`config.mk`:
```
export PLATFORM = sky130hd
export DESIGN_NAME = entity_slot_allocator_with_signatures
export DESIGN_NICKNAME = d
export VERILOG_FILES = /design/src/sv/esa_pkg.sv /design/src/sv/esa_ram.sv /design/src/sv/esa_front.sv /design/src/sv/esa_back.sv /design/src/sv/entity_slot_allocator_with_signatures.sv
export SDC_FILE = /design/constraint.sdc
export NUM_CORES = 2
export LEC_CHECK = 0
export BUFFER_PORTS_ARGS = -buffer_cell sky130_fd_sc_hd__buf_4
export CAP_MARGIN = 30
export CORE_MARGIN = 3
export CORE_UTILIZATION = 50
export DETAILED_ROUTE_END_ITERATION = 12
export HOLD_SLACK_MARGIN = 0.12
export PLACE_DENSITY = 0.65
export SYNTH_ARGS = -nofsm -noshare
export SYNTH_HDL_FRONTEND = slang
export SYNTH_SLANG_ARGS = --single-unit
```
`constraint.sdc`:
```
create_clock -name clk -period 8.6 [get_ports clk]
set_input_delay 0.43 -clock clk [delete_from_list [all_inputs] [get_ports clk]]
set_output_delay 0.43 -clock clk [all_outputs]
set_load 0.03 [all_outputs]
```
`src/sv/esa_pkg.sv`:
```
package esa_pkg;

  // field widths of the stream payloads
  localparam int MODE_W      = 3;
  localparam int ID_W        = 6;
  localparam int COMP_W      = 5;
  localparam int QUERY_W     = 32;
  localparam int STATUS_W    = 3;
  localparam int IN_TDATA_W  = 48;
  localparam int OUT_TDATA_W = 16;

  // input tdata layout
  localparam int IN_ID_LSB    = 0;
  localparam int IN_COMP_LSB  = IN_ID_LSB + ID_W;
  localparam int IN_QUERY_LSB = IN_COMP_LSB + COMP_W;

  // operation codes (tuser)
  localparam logic [MODE_W-1:0] OP_CREATE = 3'd0;
  localparam logic [MODE_W-1:0] OP_DELETE = 3'd1;
  localparam logic [MODE_W-1:0] OP_SET    = 3'd2;
  localparam logic [MODE_W-1:0] OP_CLEAR  = 3'd3;
  localparam logic [MODE_W-1:0] OP_TEST   = 3'd4;
  localparam logic [MODE_W-1:0] OP_FILTER = 3'd5;

  // result status codes
  localparam logic [STATUS_W-1:0] ST_OK        = 3'd0;
  localparam logic [STATUS_W-1:0] ST_NO_ENTITY = 3'd1;
  localparam logic [STATUS_W-1:0] ST_DELETED   = 3'd2;
  localparam logic [STATUS_W-1:0] ST_FULL      = 3'd3;
  localparam logic [STATUS_W-1:0] ST_NO_MATCH  = 3'd4;

  typedef struct packed {
    logic [MODE_W-1:0]  op;
    logic [ID_W-1:0]    id;
    logic [COMP_W-1:0]  comp;
    logic [QUERY_W-1:0] query;
  } cmd_t;

endpackage

```
`src/sv/esa_ram.sv`:
```
module esa_ram #(
  parameter int WIDTH = 32,
  parameter int DEPTH = 64
) (
  input  logic                     clk,
  input  logic                     we,
  input  logic [$clog2(DEPTH)-1:0] waddr,
  input  logic [WIDTH-1:0]         wdata,
  input  logic                     re,
  input  logic [$clog2(DEPTH)-1:0] raddr,
  output logic [WIDTH-1:0]         rdata
);

  logic [WIDTH-1:0] mem [DEPTH];

  always_ff @(posedge clk) begin
    if (we) begin
      mem[waddr] <= wdata;
    end
    if (re) begin
      rdata <= mem[raddr];
    end
  end

endmodule

```
`src/sv/esa_front.sv`:
```
module esa_front import esa_pkg::*; (
  input  logic                  clk,
  input  logic                  rst,
  input  logic                  s_axis_tvalid,
  output logic                  s_axis_tready,
  input  logic [IN_TDATA_W-1:0] s_axis_tdata,
  input  logic [MODE_W-1:0]     s_axis_tuser,
  output logic                  cmd_valid,
  input  logic                  cmd_ready,
  output cmd_t                  cmd
);

  // two-entry command queue
  cmd_t       q [2];
  logic       wptr, rptr;
  logic [1:0] cnt;

  cmd_t cmd_in;
  logic acc, keep, pop;

  always_comb begin
    cmd_in.op    = s_axis_tuser;
    cmd_in.id    = s_axis_tdata[IN_ID_LSB +: ID_W];
    cmd_in.comp  = s_axis_tdata[IN_COMP_LSB +: COMP_W];
    cmd_in.query = s_axis_tdata[IN_QUERY_LSB +: QUERY_W];
  end

  assign s_axis_tready = (cnt != 2'd2);
  assign acc           = s_axis_tvalid && s_axis_tready;
  // unused opcodes are swallowed here and never reach the back end
  assign keep          = acc && (s_axis_tuser <= OP_FILTER);
  assign cmd_valid     = (cnt != 2'd0);
  assign cmd           = q[rptr];
  assign pop           = cmd_valid && cmd_ready;

  always_ff @(posedge clk) begin
    if (keep) begin
      q[wptr] <= cmd_in;
    end
  end

  always_ff @(posedge clk) begin
    if (rst) begin
      wptr <= 1'b0;
      rptr <= 1'b0;
      cnt  <= 2'd0;
    end else begin
      if (keep) begin
        wptr <= ~wptr;
      end
      if (pop) begin
        rptr <= ~rptr;
      end
      cnt <= cnt + 2'(keep) - 2'(pop);
    end
  end

endmodule

```
`src/sv/esa_back.sv`:
```
module esa_back import esa_pkg::*; #(
  parameter int MAX_ENTITIES = 64,
  parameter int SIG_BITS     = 32
) (
  input  logic                   clk,
  input  logic                   rst,
  input  logic                   cmd_valid,
  output logic                   cmd_ready,
  input  cmd_t                   cmd,
  output logic                   m_axis_tvalid,
  input  logic                   m_axis_tready,
  output logic [OUT_TDATA_W-1:0] m_axis_tdata,
  output logic                   m_axis_tlast
);

  localparam int IDX_W = $clog2(MAX_ENTITIES);
  localparam int CNT_W = $clog2(MAX_ENTITIES + 1);
  localparam int CMP_W = ID_W + 1;

  localparam logic [2:0] S_IDLE = 3'd0;
  localparam logic [2:0] S_POP  = 3'd1;
  localparam logic [2:0] S_RMW  = 3'd2;
  localparam logic [2:0] S_SCAN = 3'd3;
  localparam logic [2:0] S_DONE = 3'd4;

  logic [2:0]              state, state_next;
  logic [CNT_W-1:0]        slots_used, slots_used_next;
  logic [CNT_W-1:0]        free_count, free_count_next;
  logic [MAX_ENTITIES-1:0] deleted, deleted_next;
  logic [IDX_W-1:0]        ptr, ptr_next;
  logic [IDX_W-1:0]        pend_id, pend_id_next;
  logic                    pend_vld, pend_vld_next;
  cmd_t                    cur, cur_next;

  logic                out_vld, out_vld_next;
  logic [ID_W-1:0]     out_id, out_id_next;
  logic [STATUS_W-1:0] out_st, out_st_next;
  logic                out_bit, out_bit_next;
  logic                out_last, out_last_next;

  logic                sig_we, sig_re;
  logic [IDX_W-1:0]    sig_waddr, sig_raddr;
  logic [SIG_BITS-1:0] sig_wdata, sig_rdata;
  logic                stk_we, stk_re;
  logic [IDX_W-1:0]    stk_waddr, stk_raddr, stk_wdata, stk_rdata;

  esa_ram #(.WIDTH(SIG_BITS), .DEPTH(MAX_ENTITIES)) u_sig_ram (
    .clk   (clk),
    .we    (sig_we),
    .waddr (sig_waddr),
    .wdata (sig_wdata),
    .re    (sig_re),
    .raddr (sig_raddr),
    .rdata (sig_rdata)
  );

  esa_ram #(.WIDTH(IDX_W), .DEPTH(MAX_ENTITIES)) u_stack_ram (
    .clk   (clk),
    .we    (stk_we),
    .waddr (stk_waddr),
    .wdata (stk_wdata),
    .re    (stk_re),
    .raddr (stk_raddr),
    .rdata (stk_rdata)
  );

  logic                out_free, take;
  logic [CMP_W-1:0]    used_c, nxt_c;
  logic [IDX_W-1:0]    idx;
  logic                known, live, match, stall;
  logic [SIG_BITS-1:0] bitm, qmask;

  assign out_free  = !out_vld || m_axis_tready;
  assign cmd_ready = (state == S_IDLE) && out_free;
  assign take      = cmd_valid && cmd_ready;
  assign used_c    = CMP_W'(slots_used);
  assign idx       = cmd.id[IDX_W-1:0];
  // id below slots_used keeps idx from aliasing
  assign known     = {1'b0, cmd.id} < used_c;
  assign live      = known && (cmd.id != '0) && !deleted[idx];
  // bit indexes at or above SIG_BITS shift out to an empty mask
  assign bitm      = SIG_BITS'(1) << cur.comp;
  assign qmask     = SIG_BITS'(cur.query);
  assign match     = !deleted[ptr] && ((sig_rdata & qmask) == qmask);
  assign stall     = match && pend_vld && !out_free;
  assign nxt_c     = CMP_W'(ptr) + CMP_W'(1);

  always_comb begin
    state_next      = state;
    slots_used_next = slots_used;
    free_count_next = free_count;
    deleted_next    = deleted;
    ptr_next        = ptr;
    pend_id_next    = pend_id;
    pend_vld_next   = pend_vld;
    cur_next        = cur;
    out_vld_next    = out_vld && !m_axis_tready;
    out_id_next     = out_id;
    out_st_next     = out_st;
    out_bit_next    = out_bit;
    out_last_next   = out_last;
    sig_we          = 1'b0;
    sig_waddr       = '0;
    sig_wdata       = '0;
    sig_re          = 1'b0;
    sig_raddr       = '0;
    stk_we          = 1'b0;
    stk_waddr       = IDX_W'(free_count);
    stk_wdata       = idx;
    stk_re          = 1'b0;
    stk_raddr       = IDX_W'(free_count - CNT_W'(1));

    unique case (state)
      S_IDLE: begin
        if (take) begin
          cur_next      = cmd;
          out_bit_next  = 1'b0;
          out_last_next = 1'b1;
          out_id_next   = cmd.id;
          case (cmd.op) inside
            OP_CREATE: begin
              if (free_count != '0) begin
                stk_re          = 1'b1;
                free_count_next = free_count - CNT_W'(1);
                state_next      = S_POP;
              end else if (slots_used < CNT_W'(MAX_ENTITIES)) begin
                slots_used_next = slots_used + CNT_W'(1);
                deleted_next[IDX_W'(slots_used)] = 1'b0;
                sig_we       = 1'b1;
                sig_waddr    = IDX_W'(slots_used);
                out_vld_next = 1'b1;
                out_id_next  = ID_W'(slots_used);
                out_st_next  = ST_OK;
              end else begin
                out_vld_next = 1'b1;
                out_id_next  = '0;
                out_st_next  = ST_FULL;
              end
            end
            OP_DELETE: begin
              out_vld_next = 1'b1;
              if (!known) begin
                out_st_next = ST_NO_ENTITY;
              end else if (deleted[idx]) begin
                out_st_next = ST_DELETED;
              end else begin
                deleted_next[idx] = 1'b1;
                stk_we            = 1'b1;
                free_count_next   = free_count + CNT_W'(1);
                out_st_next       = ST_OK;
              end
            end
            OP_SET, OP_CLEAR, OP_TEST: begin
              if (!live) begin
                out_vld_next = 1'b1;
                out_st_next  = ST_NO_ENTITY;
              end else begin
                sig_re     = 1'b1;
                sig_raddr  = idx;
                state_next = S_RMW;
              end
            end
            OP_FILTER: begin
              if (slots_used <= CNT_W'(1)) begin
                out_vld_next = 1'b1;
                out_id_next  = '0;
                out_st_next  = ST_NO_MATCH;
              end else begin
                sig_re        = 1'b1;
                sig_raddr     = IDX_W'(1);
                ptr_next      = IDX_W'(1);
                pend_vld_next = 1'b0;
                state_next    = S_SCAN;
              end
            end
            default: begin
            end
          endcase
        end
      end
      S_POP: begin
        // output register is empty here: it was free when the command started
        deleted_next[stk_rdata] = 1'b0;
        sig_we        = 1'b1;
        sig_waddr     = stk_rdata;
        out_vld_next  = 1'b1;
        out_id_next   = ID_W'(stk_rdata);
        out_st_next   = ST_OK;
        state_next    = S_IDLE;
      end
      S_RMW: begin
        sig_we       = (cur.op != OP_TEST);
        sig_waddr    = cur.id[IDX_W-1:0];
        sig_wdata    = (cur.op == OP_SET) ? (sig_rdata | bitm) : (sig_rdata & ~bitm);
        out_vld_next = 1'b1;
        out_st_next  = ST_OK;
        out_bit_next = (cur.op == OP_TEST) && |(sig_rdata & bitm);
        state_next   = S_IDLE;
      end
      S_SCAN: begin
        // one slot per cycle unless a held match meets a busy output; a match is held
        // back until the next one or the end of the scan shows whether it is the last
        if (!stall) begin
          if (match) begin
            if (pend_vld) begin
              out_vld_next  = 1'b1;
              out_id_next   = ID_W'(pend_id);
              out_st_next   = ST_OK;
              out_bit_next  = 1'b0;
              out_last_next = 1'b0;
            end
            pend_id_next  = ptr;
            pend_vld_next = 1'b1;
          end
          if (nxt_c < used_c) begin
            ptr_next  = IDX_W'(nxt_c);
            sig_re    = 1'b1;
            sig_raddr = IDX_W'(nxt_c);
          end else begin
            state_next = S_DONE;
          end
        end
      end
      S_DONE: begin
        if (out_free) begin
          out_vld_next  = 1'b1;
          out_bit_next  = 1'b0;
          out_last_next = 1'b1;
          out_id_next   = pend_vld ? ID_W'(pend_id) : '0;
          out_st_next   = pend_vld ? ST_OK : ST_NO_MATCH;
          state_next    = S_IDLE;
        end
      end
      default: begin
        state_next = S_IDLE;
      end
    endcase
  end

  always_ff @(posedge clk) begin
    if (rst) begin
      state      <= S_IDLE;
      slots_used <= CNT_W'(1);
      free_count <= '0;
      deleted    <= MAX_ENTITIES'(1);
      pend_vld   <= 1'b0;
      out_vld    <= 1'b0;
    end else begin
      state      <= state_next;
      slots_used <= slots_used_next;
      free_count <= free_count_next;
      deleted    <= deleted_next;
      pend_vld   <= pend_vld_next;
      out_vld    <= out_vld_next;
    end
  end

  always_ff @(posedge clk) begin
    ptr      <= ptr_next;
    pend_id  <= pend_id_next;
    cur      <= cur_next;
    out_id   <= out_id_next;
    out_st   <= out_st_next;
    out_bit  <= out_bit_next;
    out_last <= out_last_next;
  end

  assign m_axis_tvalid = out_vld;
  assign m_axis_tlast  = out_last;
  assign m_axis_tdata  = OUT_TDATA_W'({out_bit, out_st, out_id});

  a_used_range: assert property (@(posedge clk) disable iff (rst)
    slots_used >= CNT_W'(1) && slots_used <= CNT_W'(MAX_ENTITIES))
    else $error("slots_used out of range");

  a_stack_bound: assert property (@(posedge clk) disable iff (rst)
    free_count < slots_used)
    else $error("free stack deeper than handed-out slots");

  a_reserved: assert property (@(posedge clk) disable iff (rst)
    deleted[0])
    else $error("reserved slot became live");

  a_out_empty: assert property (@(posedge clk) disable iff (rst)
    (state == S_POP || state == S_RMW) |-> !out_vld)
    else $error("result register busy during single-result op");

endmodule

```
`src/sv/entity_slot_allocator_with_signatures.sv`:
```
// Entity slot allocator with component signatures. Hands out ids from a
// table of MAX_ENTITIES slots (slot 0 reserved), recycling deleted ids
// most-recent-first, and keeps a SIG_BITS-wide component signature per
// entity. Opcode on s_axis_tuser: create, delete, set/clear/test a signature
// bit, filter by mask. Every op returns one result transaction except filter,
// which returns one per matching live entity in ascending id order (or a
// single no-match result); tlast marks the final result of each op. Opcodes
// 6 and 7 are dropped without a result. A two-entry command queue
// decouples the input from the execution engine. Create (fresh slot), delete
// and any error result go straight to the result register in the engine;
// create from the free stack and bit ops first do one registered read of the
// stack or signature RAM. Filter walks the signature RAM one slot per cycle,
// pausing while a held match waits on a busy output side. No clearing pass
// after reset: signatures are only read for slots that create has handed
// out, and create writes a zero signature.
module entity_slot_allocator_with_signatures import esa_pkg::*; #(
  parameter int MAX_ENTITIES = 64,
  parameter int SIG_BITS     = 32
) (
  input  logic                   clk,
  input  logic                   rst,
  input  logic                   s_axis_tvalid,
  output logic                   s_axis_tready,
  // [5:0] entity_id, [10:6] component_type, [42:11] query_mask, [47:43] zero
  input  logic [IN_TDATA_W-1:0]  s_axis_tdata,
  // [2:0] mode
  input  logic [MODE_W-1:0]      s_axis_tuser,
  output logic                   m_axis_tvalid,
  input  logic                   m_axis_tready,
  // [5:0] result_id, [8:6] status, [9] bit_value, [15:10] zero
  output logic [OUT_TDATA_W-1:0] m_axis_tdata,
  output logic                   m_axis_tlast
);

  logic cmd_valid;
  logic cmd_ready;
  cmd_t cmd;

  // front: accept, decode, drop unused opcodes, queue
  esa_front u_front (
    .clk           (clk),
    .rst           (rst),
    .s_axis_tvalid (s_axis_tvalid),
    .s_axis_tready (s_axis_tready),
    .s_axis_tdata  (s_axis_tdata),
    .s_axis_tuser  (s_axis_tuser),
    .cmd_valid     (cmd_valid),
    .cmd_ready     (cmd_ready),
    .cmd           (cmd)
  );

  // back: slot bookkeeping, signature RAM, free stack, result register
  esa_back #(
    .MAX_ENTITIES (MAX_ENTITIES),
    .SIG_BITS     (SIG_BITS)
  ) u_back (
    .clk           (clk),
    .rst           (rst),
    .cmd_valid     (cmd_valid),
    .cmd_ready     (cmd_ready),
    .cmd           (cmd),
    .m_axis_tvalid (m_axis_tvalid),
    .m_axis_tready (m_axis_tready),
    .m_axis_tdata  (m_axis_tdata),
    .m_axis_tlast  (m_axis_tlast)
  );

endmodule
```
==> summary by stage <==
Outcome
The flow ran to the end, and the final reports show no timing, DRC or antenna violations.

Routing
Using the TritonRoute via totals, the vias-per-cell ratio works out to between 6 and 7. The detailed router placed a little over 70k vias in this run. The first detailed-routing pass took 6 iterations.

The first routing iteration left around 10k violations. The post-route DRC violation count is 0. The per-cell routed wire length is between 20 and 30 µm. The wire length after detailed routing is approximately 320000 µm. The number of antenna-violating nets in the routed design is 0.

Clock network
CTS placed an instance of sky130_fd_sc_hd__clkbuf_16 at the clock tree root. In this run the number of H-tree levels came out at 5. The clock transition at the registers of the reported paths is about 0.060 ns.

Post-CTS repair changed the size of 0 cells. The TritonCTS clock tree is done. The maximum buffer depth of the clock tree is 4. Buffers inserted during clock tree synthesis total 293. The clock latency of the later-clocked register in the worst-skew pair is 0.93 ns.

The count of hold-fix buffers inserted at cts is 50. The number of sinks handled by clock tree synthesis is approximately 2.7k. Buffers added to address setup during post-CTS repair amount to 0.

Logic synthesis
Counting flops and latches in the post-synthesis netlist gives about 2.7k. Summing the areas of all and, or, nand and nor instances in the mapped netlist gives approximately 11% of the synthesized area. The multiplexer area fraction after synthesis is 4.51%. After Yosys synthesis, full adders, half adders and majority gates account for 0.205% of the synthesized area. The share of synthesized registers carrying an async set or reset is 0%.

The number of distinct library cell variants in the gate-level netlist after synthesis is 84. The Yosys step of the flow raised 0 warnings. Sequential elements use 73.3% of the synthesized area. Averaged over all synthesized cells, the footprint is 13.7 µm².

The area of the mapped netlist is around 0.11 mm². The number of flops mapped to enable cells by yosys is approximately 2.6k. The gate count after technology mapping is approximately 8.0k. The most common flop cell mapped by yosys is sky130_fd_sc_hd__edfxtp_1. The combinational family with the most area after synthesis is simple AND/OR/NAND/NOR gates. The complex-gate fraction of the synthesized area is 8.30%. The post-synthesis xor/xnor area fraction is 0.183%.

Setup path
The critical path contains buffers and inverters numbering 4 combined. For the worst setup path, the data arrival time is 7.69 ns. The largest individual stage delay along the critical path comes from the cell sky130_fd_sc_hd__mux2i_1. For this run, the slowest stage of the critical path takes 0.88 ns. The library cell appearing most often on the critical path is sky130_fd_sc_hd__buf_4. The kind of start point of the critical path is a register. Along the worst path, the maximum fanout reaches 65.

The category of the worst setup path capture point is a register. At the worst endpoint, the required time is approximately 9.4 ns. The critical path class is reg2reg. The cell class contributing the biggest share of worst-path delay is simple AND/OR/NAND/NOR gates. The critical path goes through mux2i_1 -> inv_2 -> buf_4 -> nor2_1 -> a211oi_1 -> a31o_2 -> o32ai_4 -> nand2_4 -> buf_4 -> buf_4 -> a21oi_1 -> a22oi_1 -> nand3_1 -> and4_1.

Placement
The last weighted congestion value of the routability-driven placer is ~0.94. Summing all placed instances gives a cell area of around 0.12 mm². Before CTS, the worst setup slack after placement is 1.77 ns. The number of cells in the design after placement is between 10k and 15k. During placement, the flow inserted port buffers numbering 62.

The post-DP HPWL is around 180000 µm.

Pwr
Registers are responsible for between 40% and 50% of the overall power. Across the VDD grid, the largest voltage drop is just under 0.2 mV. The clock network power share is around a third. The analysis attributes to cell leakage a power of approximately 40 nW. The proportion of total power due to net switching is just under 30%. Cell internal power was estimated by the tool at ~24 mW.

The share of total power dissipated in combinational logic is 19.2%. The design draws between 30 and 40 mW. For this design the total switching power over the nets is 10.1 mW. Dividing total power by cell area gives a power density of about 280 mW/mm².

Die
From bottom edge to top edge, the die measures between 400 and 500 µm. The standard cell core area is around 0.22 mm². The die boundary width is approximately 480 µm. The initial core utilization is 50.5%. Row generation in the floorplan step produced approximately 170 rows. The die area is about 0.23 mm². The number of I/O pins is 74.

Timing
The transition time at the pin with the least slew margin is about 1.1 ns. Across all setup checks in the final design, the least slack found is ~1.7 ns. Across the routed clock network, the largest skew measured is roughly 0.074 ns. The number of slew-limit violations in the final report is 0.

Headroom to the max-slew limit came out at 27.5%. The final-layout setup total negative slack is 0 ns. The routed design could run at a clock period as short as between 6 and 7 ns. The worst path uses between 80% and 90% of the clock period. The total count of hold-check failures in the final report is 0.

The highest attainable clock frequency is ~150 MHz. Setup violations remaining at the end of the flow were counted as 0. Setup repair after global routing left no endpoint under its margin.

Finish
The area of the multi-input gates is between 0.02 and 0.03 mm². The final cell count without fillers is around 11k. Of the cells placed in the final design, the portion with a size suffix greater than 1 is around 12%. In the layout the commonest cells are sky130_fd_sc_hd__edfxtp_1, sky130_fd_sc_hd__nand2_1, sky130_fd_sc_hd__a21oi_1. Registers take between 0.08 and 0.09 mm².

Compared with the post-synthesis result, the final layout area differs by 13.3%. For this run, the post-layout net count is just over 8k. After routing the design area is roughly 0.12 mm². The library cell used most frequently in the layout, excluding fill and tap cells, is sky130_fd_sc_hd__edfxtp_1. Counting the fill cells in the layout gives between 15k and 20k.

Min path
The worst hold path begins at s_axis_tdata[29]. The worst hold path class is in2reg.

GRT
Entering global routing, the biggest net connects roughly 130 pins. The final global-route overflow total is 0. The initial antenna violation count was 15. The overall track demand over capacity in global routing is about 28%. The via count of the first global-routing pass was around 67k. The first global-routing pass estimated about 460000 µm of wire.

Run
Max-cap violations in this run came to 0.
-- stage by stage --
| step | utilization, % | hold slack, ns |
|---|---|---|
| 6_report | 57.2 | 0.207 |
| 5_1_grt | 57.2 | 0.183 |
| 4_1_cts | 57.1 | 0.154 |
| 3_5_place_dp | 53.0 | 0.500 |
| 3_3_place_gp | 52.8 | 0.488 |
| 2_1_floorplan | - | 0.424 |
-- power by group through the flow --
stage	Combinational (mW)	Clock [mW]	Sequential (mW)
5_1_grt	7.02	12.3	16.2
4_1_cts	6.48	11.8	16.2
2_1_floorplan	3.72	0	16.4
3_5_place_dp	6.43	0	16.5
6_report	6.62	11.6	16.2
3_3_place_gp	6.30	0	16.5
-- area by class of cell --
type                            count  share of cell area (%)
Inverter                           61                   0.184
Timing Repair Buffer              379                    2.95
Antenna cell                        2                 0.00401
Sequential cell                  2719                    64.7
Clock inverter                    115                   0.683
Tap cell                         2854                    2.86
Clock buffer                      377                    6.21
Multi-Input combinational cell   4720                    22.4
-- registers in the layout (all words and copies together) (netlist names), 2 cells and up, named ones only --
| signal | flops |
|---|---|
| u_back.slots_used | 7 |
| u_back.out_st | 3 |
| u_front.cnt | 2 |
| u_back.out_id | 6 |
| u_back.state | 3 |
| u_front.q | 92 |
| u_back.u_sig_ram.mem | 2048 |
| u_back.u_stack_ram.rdata | 6 |
| u_back.free_count | 7 |
| u_back.u_sig_ram.rdata | 32 |
| u_back.ptr | 6 |
| u_back.cur | 14 |
| u_back.u_stack_ram.mem | 384 |
| u_back.deleted | 64 |
| u_back.qmask | 32 |
| u_back.pend_id | 6 |
-- layer usage --
metal | vias up | track usage [%] | share of wire (%)
li1 | 30600 | - | -
met1 | 35700 | 40.0 | 39
met2 | 4127 | 42.5 | 45
met3 | 732 | 5.87 | 11
met4 | 12 | 11.2 | 4.2
met5 | - | 0 | 0.025
-- cells in the mapped netlist, types with 12 or more instances --
cell type | number | share of area (%)
sky130_fd_sc_hd__nand3_1 | 589 | 2.7
sky130_fd_sc_hd__nor3_1 | 39 | 0.18
sky130_fd_sc_hd__clkbuf_1 | 245 | 0.84
sky130_fd_sc_hd__mux4_2 | 137 | 2.8
sky130_fd_sc_hd__a211oi_1 | 85 | 0.58
sky130_fd_sc_hd__a31oi_1 | 88 | 0.50
sky130_fd_sc_hd__a32oi_1 | 22 | 0.17
sky130_fd_sc_hd__a21o_1 | 31 | 0.21
sky130_fd_sc_hd__buf_2 | 180 | 0.82
sky130_fd_sc_hd__and4_1 | 14 | 0.11
sky130_fd_sc_hd__edfxtp_1 | 2631 | 72
sky130_fd_sc_hd__nand2_1 | 1732 | 5.9
sky130_fd_sc_hd__nor2b_1 | 15 | 0.085
sky130_fd_sc_hd__o21ai_0 | 151 | 0.69
sky130_fd_sc_hd__xnor2_1 | 15 | 0.12
sky130_fd_sc_hd__nand4_1 | 20 | 0.11
sky130_fd_sc_hd__a22oi_1 | 195 | 1.3
sky130_fd_sc_hd__o221ai_1 | 12 | 0.095
sky130_fd_sc_hd__a221oi_1 | 12 | 0.095
sky130_fd_sc_hd__a32o_1 | 14 | 0.13
sky130_fd_sc_hd__a22o_1 | 16 | 0.13
sky130_fd_sc_hd__dfxtp_1 | 88 | 1.6
sky130_fd_sc_hd__inv_1 | 55 | 0.19
sky130_fd_sc_hd__or3_1 | 15 | 0.085
sky130_fd_sc_hd__nor4_1 | 56 | 0.32
sky130_fd_sc_hd__buf_4 | 18 | 0.12
sky130_fd_sc_hd__a21oi_1 | 727 | 3.3
sky130_fd_sc_hd__ha_1 | 18 | 0.20
sky130_fd_sc_hd__nor2_1 | 255 | 0.87
sky130_fd_sc_hd__mux2i_1 | 127 | 1.2
sky130_fd_sc_hd__buf_1 | 81 | 0.28
sky130_fd_sc_hd__mux2_2 | 52 | 0.53
sky130_fd_sc_hd__and3_1 | 83 | 0.47
sky130_fd_sc_hd__a311oi_1 | 40 | 0.32
sky130_fd_sc_hd__o22ai_1 | 26 | 0.15
-- worst reg2reg max path: cells and delay by family, from the launching register on --
| family | cells | cell delay, ns |
|---|---|---|
| AND/OR/NAND/NOR | 4 | 1.98 |
| multiplexers | 1 | 0.88 |
| flip-flops | 1 | 0.59 |
| AO/OA/AOI/OAI | 5 | 1.81 |
| buffers and inverters | 4 | 1.55 |
-- cell families after synthesis --
group / count (synthesis)
multiplexers: 318
adder cells (fa/ha/maj): 18
flip-flops: 2719
other: 1
AND/OR/NAND/NOR: 2869
AO/OA/AOI/OAI: 1486
buffers and inverters: 588
XOR/XNOR: 23
-- final timing paths --
| path | slack, ns | depth (start not counted) | to |
|---|---|---|---|
| max | 1.71 | 14 | u_back.u_sig_ram.rdata[28] |
| min | 0.21 | 2 | u_front.q[1][18] |
| max reg2reg | 1.71 | 14 | u_back.u_sig_ram.rdata[28] |
| min reg2reg | 0.51 | 2 | u_back.free_count[6] |
Note: power is estimated with default switching activity, not from simulation.
